==> config.mk <==
export PLATFORM = sky130hd
export DESIGN_NAME = bbrf_core
export DESIGN_NICKNAME = d
export VERILOG_FILES = /design/src/hdl/bbrf_pkg.sv /design/src/hdl/bbrf_move.sv /design/src/hdl/bbrf_core.sv
export SDC_FILE = /design/constraint.sdc
export NUM_CORES = 2
export LEC_CHECK = 0
export BUFFER_PORTS_ARGS = -buffer_cell sky130_fd_sc_hd__buf_2
export CORE_ASPECT_RATIO = 1.4
export CORE_MARGIN = 5
export CORE_UTILIZATION = 59
export CTS_CLUSTER_DIAMETER = 200
export DETAILED_ROUTE_END_ITERATION = 16
export PLACE_DENSITY = 0.77
export SYNTH_ARGS = -nofsm -noshare
export SYNTH_HDL_FRONTEND = slang
export SYNTH_SLANG_ARGS = --single-unit
==> constraint.sdc <==
create_clock -name clk -period 26.9 [get_ports clk]
set_input_delay 5.38 -clock clk [delete_from_list [all_inputs] [get_ports clk]]
set_output_delay 5.38 -clock clk [all_outputs]
set_load 0.02 [all_outputs]
==> src/hdl/bbrf_pkg.sv <==
`default_nettype none

package bbrf_pkg;

  localparam int BBRF_FRAC_BITS = 16;
  localparam int CFG_IDX_W      = 1;
  localparam logic [7:0] MAX_EXP_RESET = 8'd100;
  localparam logic [5:0] MAX_BIS_RESET = 6'd40;

  localparam logic [CFG_IDX_W-1:0] CFG_MAX_EXP = 1'd0;
  localparam logic [CFG_IDX_W-1:0] CFG_MAX_BIS = 1'd1;

  typedef enum logic [2:0] {
    PH_IDLE,
    PH_WAIT_A,
    PH_WAIT_B,
    PH_EXP_A,
    PH_EXP_B,
    PH_MID
  } phase_t;

  typedef enum logic [1:0] {
    KIND_EVAL,
    KIND_ROOT,
    KIND_ERROR
  } kind_t;

  typedef enum logic [1:0] {
    ERR_NONE,
    ERR_RANGE,
    ERR_BRACKET,
    ERR_BISECT
  } err_t;

  typedef struct packed {
    logic               func;
    logic signed [31:0] x_low;
    logic signed [31:0] x_high;
    logic [30:0]        accuracy;
    logic signed [31:0] f_value;
  } item_t;

  typedef struct packed {
    kind_t              kind;
    logic signed [31:0] point;
    err_t               error_code;
  } result_t;

  function automatic logic signed [31:0] sat33(input logic signed [32:0] v);
    logic signed [31:0] r;
    if (v[32] != v[31]) begin
      r = v[32] ? 32'sh8000_0000 : 32'sh7fff_ffff;
    end else begin
      r = v[31:0];
    end
    return r;
  endfunction

  function automatic logic signed [31:0] add_sat(input logic signed [31:0] a,
                                                 input logic signed [31:0] b);
    logic signed [32:0] s;
    s = {a[31], a} + {b[31], b};
    return sat33(s);
  endfunction

  // halve toward zero
  function automatic logic signed [31:0] half32(input logic signed [32:0] v);
    logic signed [32:0] t;
    t = (v + {32'd0, v[32]}) >>> 1;
    return t[31:0];
  endfunction

endpackage

`default_nettype wire

==> src/hdl/bbrf_move.sv <==
`default_nettype none

module bbrf_move #(
  parameter int FRAC_BITS = 16
) (
  input  logic signed [31:0] from_pos,
  input  logic signed [31:0] other_pos,
  output logic signed [31:0] new_pos
);
  import bbrf_pkg::*;

  localparam int    FACT_W = FRAC_BITS + 2;
  localparam int    PROD_W = FRAC_BITS + 36;
  localparam longint FACTOR = ((longint'(8) << FRAC_BITS) + 2) / 5;

  logic signed [32:0] diff;
  logic [32:0]        mag;
  logic [PROD_W-1:0]  prod;
  logic [34:0]        m;
  logic signed [36:0] delta;
  logic signed [36:0] sum;
  logic               over;
  logic               under;

  always_comb begin
    diff  = {from_pos[31], from_pos} - {other_pos[31], other_pos};
    mag   = diff[32] ? 33'(-diff) : 33'(diff);
    prod  = PROD_W'(mag) * PROD_W'(FACT_W'(FACTOR))
          + (PROD_W'(1) << (FRAC_BITS - 1));
    m     = prod[FRAC_BITS +: 35];
    delta = diff[32] ? -$signed({2'b00, m}) : $signed({2'b00, m});
    sum   = {{5{from_pos[31]}}, from_pos} + delta;
    over  = !sum[36] && (|sum[35:31]);
    under = sum[36] && !(&sum[35:31]);
    if (over) begin
      new_pos = 32'sh7fff_ffff;
    end else if (under) begin
      new_pos = 32'sh8000_0000;
    end else begin
      new_pos = sum[31:0];
    end
  end

endmodule

`default_nettype wire

==> src/hdl/bbrf_core.sv <==
`default_nettype none

module bbrf_core #(
  parameter int FRAC_BITS = 16
) (
  input  logic              clk,
  input  logic              rst_n,
  input  logic              step_en,
  input  bbrf_pkg::item_t   item,
  input  logic [7:0]        max_exp,
  input  logic [5:0]        max_bis,
  output logic              res_vld,
  output bbrf_pkg::result_t res
);
  import bbrf_pkg::*;

  phase_t             phase_r, phase_nxt;
  logic signed [31:0] end_a_r, end_a_nxt;
  logic signed [31:0] end_b_r, end_b_nxt;
  logic signed [31:0] val_a_r, val_a_nxt;
  logic signed [31:0] val_b_r, val_b_nxt;
  logic signed [31:0] dx_r, dx_nxt;
  logic signed [31:0] root_r, root_nxt;
  logic [30:0]        acc_r, acc_nxt;
  logic [7:0]         cnt_r, cnt_nxt;

  logic signed [31:0] f;
  logic signed [31:0] fa, fb;
  logic [7:0]         sc;
  logic               differ;
  logic [32:0]        abs_fa, abs_fb;
  logic               a_smaller;
  logic signed [31:0] mv_from, mv_other, moved;
  logic signed [31:0] root_b, dx_b;
  logic signed [32:0] diff_b;
  logic signed [31:0] xmid, root_m, dx_h;
  logic [32:0]        adx;
  logic               f_le0, stop;
  logic [7:0]         cnt_inc;

  bbrf_move #(.FRAC_BITS(FRAC_BITS)) u_move (
    .from_pos (mv_from),
    .other_pos(mv_other),
    .new_pos  (moved)
  );

  always_comb begin
    f  = item.f_value;
    fa = (phase_r == PH_WAIT_A || phase_r == PH_EXP_A) ? f : val_a_r;
    fb = (phase_r == PH_WAIT_B || phase_r == PH_EXP_B) ? f : val_b_r;
    sc = (phase_r == PH_WAIT_B) ? 8'd0 : cnt_r;
    differ    = (fa[31] && !fb[31] && fb != 0) || (fb[31] && !fa[31] && fa != 0);
    abs_fa    = fa[31] ? 33'(-{fa[31], fa}) : {1'b0, fa};
    abs_fb    = fb[31] ? 33'(-{fb[31], fb}) : {1'b0, fb};
    a_smaller = abs_fa < abs_fb;
    mv_from   = a_smaller ? end_a_r : end_b_r;
    mv_other  = a_smaller ? end_b_r : end_a_r;

    root_b = fa[31] ? end_a_r : end_b_r;
    diff_b = fa[31] ? ({end_b_r[31], end_b_r} - {end_a_r[31], end_a_r})
                    : ({end_a_r[31], end_a_r} - {end_b_r[31], end_b_r});
    dx_b   = half32(diff_b);

    xmid    = add_sat(root_r, dx_r);
    adx     = dx_r[31] ? 33'(-{dx_r[31], dx_r}) : {1'b0, dx_r};
    f_le0   = f[31] || (f == 0);
    root_m  = f_le0 ? xmid : root_r;
    stop    = (adx < {2'b00, acc_r}) || (f == 0);
    dx_h    = half32({dx_r[31], dx_r});
    cnt_inc = cnt_r + 8'd1;
  end

  always_comb begin
    phase_nxt = phase_r;
    end_a_nxt = end_a_r;
    end_b_nxt = end_b_r;
    val_a_nxt = val_a_r;
    val_b_nxt = val_b_r;
    dx_nxt    = dx_r;
    root_nxt  = root_r;
    acc_nxt   = acc_r;
    cnt_nxt   = cnt_r;
    res_vld   = 1'b1;
    res       = '{kind: KIND_EVAL, point: 32'sd0, error_code: ERR_NONE};

    if (!item.func) begin
      if (item.x_low == item.x_high) begin
        phase_nxt = PH_IDLE;
        res       = '{kind: KIND_ERROR, point: 32'sd0, error_code: ERR_RANGE};
      end else begin
        end_a_nxt = item.x_low;
        end_b_nxt = item.x_high;
        acc_nxt   = item.accuracy;
        val_a_nxt = 32'sd0;
        val_b_nxt = 32'sd0;
        dx_nxt    = 32'sd0;
        root_nxt  = 32'sd0;
        cnt_nxt   = 8'd0;
        phase_nxt = PH_WAIT_A;
        res.point = item.x_low;
      end
    end else begin
      case (phase_r)
        PH_WAIT_A: begin
          val_a_nxt = f;
          phase_nxt = PH_WAIT_B;
          res.point = end_b_r;
        end
        PH_WAIT_B, PH_EXP_A, PH_EXP_B: begin
          val_a_nxt = fa;
          val_b_nxt = fb;
          if (differ) begin
            root_nxt  = root_b;
            dx_nxt    = dx_b;
            cnt_nxt   = 8'd0;
            phase_nxt = PH_MID;
            res.point = add_sat(root_b, dx_b);
          end else if (sc >= max_exp) begin
            cnt_nxt   = sc;
            phase_nxt = PH_IDLE;
            res       = '{kind: KIND_ERROR, point: 32'sd0, error_code: ERR_BRACKET};
          end else begin
            cnt_nxt   = sc + 8'd1;
            res.point = moved;
            if (a_smaller) begin
              end_a_nxt = moved;
              phase_nxt = PH_EXP_A;
            end else begin
              end_b_nxt = moved;
              phase_nxt = PH_EXP_B;
            end
          end
        end
        PH_MID: begin
          root_nxt = root_m;
          cnt_nxt  = cnt_inc;
          if (stop) begin
            phase_nxt = PH_IDLE;
            res       = '{kind: KIND_ROOT, point: root_m, error_code: ERR_NONE};
          end else if (cnt_inc >= {2'b00, max_bis}) begin
            phase_nxt = PH_IDLE;
            res       = '{kind: KIND_ERROR, point: 32'sd0, error_code: ERR_BISECT};
          end else begin
            dx_nxt    = dx_h;
            res.point = add_sat(root_m, dx_h);
          end
        end
        default: begin
          phase_nxt = PH_IDLE;
          res_vld   = 1'b0;
        end
      endcase
    end
  end

  always_ff @(posedge clk) begin
    if (!rst_n) begin
      phase_r <= PH_IDLE;
      end_a_r <= '0;
      end_b_r <= '0;
      val_a_r <= '0;
      val_b_r <= '0;
      dx_r    <= '0;
      root_r  <= '0;
      acc_r   <= '0;
      cnt_r   <= '0;
    end else if (step_en) begin
      phase_r <= phase_nxt;
      end_a_r <= end_a_nxt;
      end_b_r <= end_b_nxt;
      val_a_r <= val_a_nxt;
      val_b_r <= val_b_nxt;
      dx_r    <= dx_nxt;
      root_r  <= root_nxt;
      acc_r   <= acc_nxt;
      cnt_r   <= cnt_nxt;
    end
  end

endmodule

`default_nettype wire

* After elaboration in Yosys (flattened, before gate mapping)
Cells that the tools add are included.
** Storage, ports and cells
- Register bits :: 234
- Latch bits :: 0
- Bits in writable memories :: 0
- Bits in read-only memories :: 0
- Output and inout bits :: 37
- Word-level logic and storage cells :: 161
- Memories :: 0
** Cells by class
- Add/sub/neg operators :: 17
- $mul :: 1
- Divide/modulo/power cells :: 0
- Order comparisons :: 4
- Equality and inequality tests :: 21
- Shifts and indexed selects :: 0
- Muxes and demuxes :: 76
- Bitwise logic cells :: 2
- Reduce and logical (&&, ||, !) cells :: 31
** Operator list (number)
- $mux 32 :: 40
- $pmux 32 s2 :: 3
- $mux 33 :: 5
- $neg 33->33 :: 4
- $add 32x32->33 :: 3
- $sub 32x32->33 :: 3
- $pmux 32 s3 :: 1
- $mux 36 :: 2
- $reduce_bool 32->1 :: 2
- $add 50x16->51 const B :: 1
- $mul 33x16->49 const B :: 1
- $mux 8 :: 5
- $add 37x37->37 :: 1
- $mux 37 :: 1
- $neg 35->37 :: 1
- $add 32x2->33 :: 1
- $add 33x1->33 :: 1
- $lt 33x31->1 :: 1
- $lt 33x33->1 :: 1
- $eq 32x32->1 :: 1
- $logic_not 32->1 :: 1
- $mux 3 :: 6
- $reduce_and 6->1 :: 3
- $add 8x1->8 const B :: 2
- 26 further kinds :: 62

* Longest topological paths before layout
- Depth after elaboration :: 25
- Depth in mapped cells :: 96
- Gate-level depth less buffers :: 88

* Modules after synthesis
A second synthesis with hierarchy kept.
** Unflattened totals
- Cells, all modules :: 6039
- Area total of the unflattened synthesis :: 44918.1 sq um
** By module, submodules not included
- bbrf_core :: instances 1, cells each 3849, area each 27675.3 sq um, sequential area each 4684.5 sq um
- bbrf_move :: instances 1, cells each 2190, area each 17242.8 sq um, sequential area each 0.0 sq um

* Worst setup path before layout
Ideal clock, no wire load.
- Kind :: input-to-output
- Start point :: input item[31] (netlist bit)
- End point :: output res[24] (netlist bit)
- Data arrival time :: 23.115 ns
- Required time :: 21.520 ns
- Path slack :: -1.595 ns
- Cell stages on the path :: 80
- Cells stage by stage :: mux2i_1 -> clkbuf_1 -> clkbuf_1 -> clkbuf_1 -> clkbuf_1 -> clkbuf_1 -> clkbuf_1 -> buf_1 -> a21oi_1 -> xnor2_1 -> ha_1 -> nand4_1 -> nor4_2 -> nand3_1 -> nor2_1 -> o311ai_0 -> and2_1 -> ha_1 -> [... 44 more ...] -> a31oi_1 -> a41oi_1 -> a211oi_1 -> a211o_1 -> a31oi_1 -> o21ai_0 -> nor4_1 -> or4b_2 -> o21ai_0 -> xnor2_1 -> or4b_2 -> nand3_1 -> a31oi_1 -> a41oi_2 -> and3_1 -> clkbuf_1 -> o21ai_0 -> a31oi_1
** RTL lines
- from (decl) :: RTL line bbrf_core.sv:9 : input bbrf_pkg::item_t item,
- to (decl) :: RTL line bbrf_core.sv:13 : output bbrf_pkg::result_t res

==> parameters.txt <==
Parameter                              Value

Outcome
  Outcome    complete, but fails checks
  Violations in the final reports    negative setup slack

Cells and area
  Multi-input combinational cell area    37800 µm²
  Util after Layout    78.1%
  Leading cell type in the layout, fill and taps excluded    buf_4
  Area taken by flip-flops and latches    4680 µm²
  Layout-stage area growth over the synthesis result    31.4%
  Number of nets in the layout    7568
  Share of layout cells above drive strength 1    26.7%
  Highest-count cells in the layout ignoring fill and taps    buf_4 (1020), inv_1 (545), nand2_1 (517), ha_1 (437), nor2_1 (428)
  Fill cell total of the finished layout    4918

Timing
  Post-layout worst setup margin    -1.95 ns
  Worst rel slew slack    15.3%
  RSZ-0062 raised after global routing    true
  Count of pins over their slew limit    0
  Shortest period the worst path allows    28.85 ns
  Tightest Pin Transition    1.27 ns
  Highest achievable clock rate    34.7 MHz
  Ratio of final minimum period to clock period    107%
  Final Skew    0.0238 ns
  Count of endpoints failing hold in the final timing report    0
  Final setup violating endpoints    32

Global route
  Largest net degree at the start of global routing    94
  Layer carrying the most global-route usage    met2
  Overall track demand over capacity in global routing    46.6%
  Global-route wire length before repair    285 mm
  Number of global-route vias before repair    50.2k
  Antenna violations before repair    7
  Met2 GRT Util    77.9%
  Global-route met1 utilization    48.2%
  Global-route met3 utilization    8.10%
  Global-route congestion overflow total    0

Place
  Buffers on Ports    181
  Hpwl dp    149 mm
  Final estimated routing congestion in global placement    1.08

Die
  CORE AREA    71600 µm²
  Initial Util    59.4%
  FP Rows    116
  Horiz. Die Dim    237 µm
  Overall die height    328 µm
  DIE AREA    77600 µm²
  IO Pins    182

Worst setup path
  Master of the slowest instance on the critical path    fa_1
  Setup slack, reg-to-reg    6.30 ns
  Critical Path Fanout Max    10
  Slowest cell delay on critical path    0.63 ns
  Capture point of the worst reg-to-reg path    end_a_r[17]$_SDFFE_PN0P_
  Worst endpoint required time    21.52 ns
  Worst setup EP type    primary output
  Type of the setup path with the least slack    in2out
  R2R cell count    92
  Startpoint kind of the worst setup timing path    primary input
  Worst flop-to-flop path startpoint    phase_r[2]$_SDFFE_PN0P_
  Worst path most repeated cell    buf_4
  Signal arrival time at the worst endpoint    23.47 ns

Synthesis
  Syn avg cell area    7.38 µm²
  Synthesized instance count    5762
  Dominant synthesized flop cell    dfxtp_1
  Synthesized net count    6600
  Post-synthesis instance area    42500 µm²
  Flip-flop and latch count after synthesis    234
  Count of flip-flops with a built-in enable after synthesis    0
  Proportion of register bits with asynchronous set or reset after synthesis    0%
  Number of library cell types mapped by synthesis    111
  Sequential area share after synthesis    11.0%
  Synthesis Warnings    0

Clocking
  Clock root buffer    clkbuf_16
  Clock buffers created by TritonCTS    24
  Clock slew at the register clock pins of the worst setup and hold paths    0.08 ns
  CTS sink cnt    234
  CTS tree    built
  Maximum buffer depth of the clock tree    3
  # H-tree levels    1
  Clock latency on the worst-skew pair    0.59 ns
  Hold buffers post-CTS    0

Worst hold path
  Tightest Hold Check Type    reg2reg
  Startpoint of the lowest-slack hold path    acc_r[4]$_SDFFE_PN0P_
  Hold endpoint    acc_r[4]$_SDFFE_PN0P_
  Worst Hold Path Cells    2

Job
  Total of max-cap violations    0

Detailed routing
  Initial detailed-routing violation count    6353
  Sum of routed wire length over all layers    203 mm
  Avg Vias per Cell    6.66
  Via Count    51.2k
  Total iterations of the first detailed-routing run    12
  Number of nets with antenna violations after detailed routing    0
  Drt drc    0
  Routed len/inst    26.3 µm
==> how the worst max path moves through the flow <==
stage              from      end  cells past startpoint
2_1_floorplan  item[31]  res[11]                     80
3_3_place_gp    item[1]   res[5]                     77
3_5_place_dp    item[1]  res[31]                     87
4_1_cts        item[13]   res[2]                     82
5_1_grt         item[2]  res[27]                     89
6_report        item[2]  res[27]                     93
==> sequential cells by signal, indices dropped and copies added (netlist names) <==
| register | flops |
|---|---|
| dx_r | 32 |
| root_r | 32 |
| val_b_r | 32 |
| val_a_r | 32 |
| acc_r | 31 |
| end_b_r | 32 |
| phase_r | 3 |
| cnt_r | 8 |
| end_a_r | 32 |
==> metal layers <==
| layer | vias to the layer above | part of all wire, % |
|---|---|---|
| met2 | 3822 | 45 |
| li1 | 22164 | - |
| met1 | 23667 | 31 |
| met3 | 1587 | 11 |
| met4 | 4 | 14 |
| met5 | - | 0.071 |
==> through the flow <==
stage / cells / setup slack (ns) / cell area [µm²] / TNS [ns] / hold slack [ns]
after floorplan: 5762 / 0.0000142 / 42800 / 0 / 0.440
after global placement: 7502 / -1.69 / 50700 / -50.92 / 0.452
after detailed placement: 7502 / -2.17 / 50700 / -66.22 / 0.458
after CTS: 7640 / -0.415 / 54400 / -10.54 / 0.467
after global routing: 7694 / -2.27 / 55900 / -69.92 / 0.493
final: 7699 / -1.95 / 55900 / -59.31 / 0.472
==> layout make-up <==
class | instances | area share (%)
Antenna cell | 7 | 0.0313
Clock buffer | 35 | 1.29
Clock inverter | 9 | 0.240
Inverter | 563 | 3.80
Multi-Input combinational cell | 4676 | 67.6
Sequential cell | 234 | 8.38
Tap cell | 944 | 2.11
Timing Repair Buffer | 1231 | 16.6
==> cells by family (layout without fill, tap and decap cells) <==
logic type | count (synthesis) | count (layout) | synth area share, %
xor+xnor | 497 | 497 | 10.3
simple gates | 1741 | 1742 | 19.8
flops | 234 | 234 | 11.0
other cells | 2 | 9 | 0.0177
compound gates | 1654 | 1654 | 25.1
buf+inv | 853 | 1838 | 7.69
mux | 88 | 88 | 2.09
fa+ha+maj | 693 | 693 | 24.0
==> cells in the mapped netlist, types with 101 or more instances <==
library cell	n	area, µm²
o21ai_0	356	1780
xnor2_1	302	2650
ha_1	489	6120
nand3_1	131	656
nand2_1	535	2010
fa_1	204	4080
nor2b_1	119	744
inv_1	562	2110
a21oi_1	467	2340
clkbuf_1	248	931
nor2_1	457	1720
dfxtp_1	234	4680
nor3_1	101	505
xor2_1	192	1680
==> what timing repair did <==
action                                  CTS  global route
hold endpoints to repair                  0             0
gates cloned                              0             3
gates resized for setup                 451           216
buffers inserted                         97            52
pin swaps                               224           153
endpoints found under the setup margin   32            32
==> worst max-delay path, delay by kind of cell <==
kind	cells	cell delay, ns
adder cells (fa/ha/maj)	10	3.90
XOR/XNOR	6	1.16
AO/OA/AOI/OAI	30	4.58
AND/OR/NAND/NOR	26	5.45
buffers and inverters	21	2.95
Power is not shown: default switching activity piles up to over one toggle a cycle in this logic, so the estimate is an artifact.
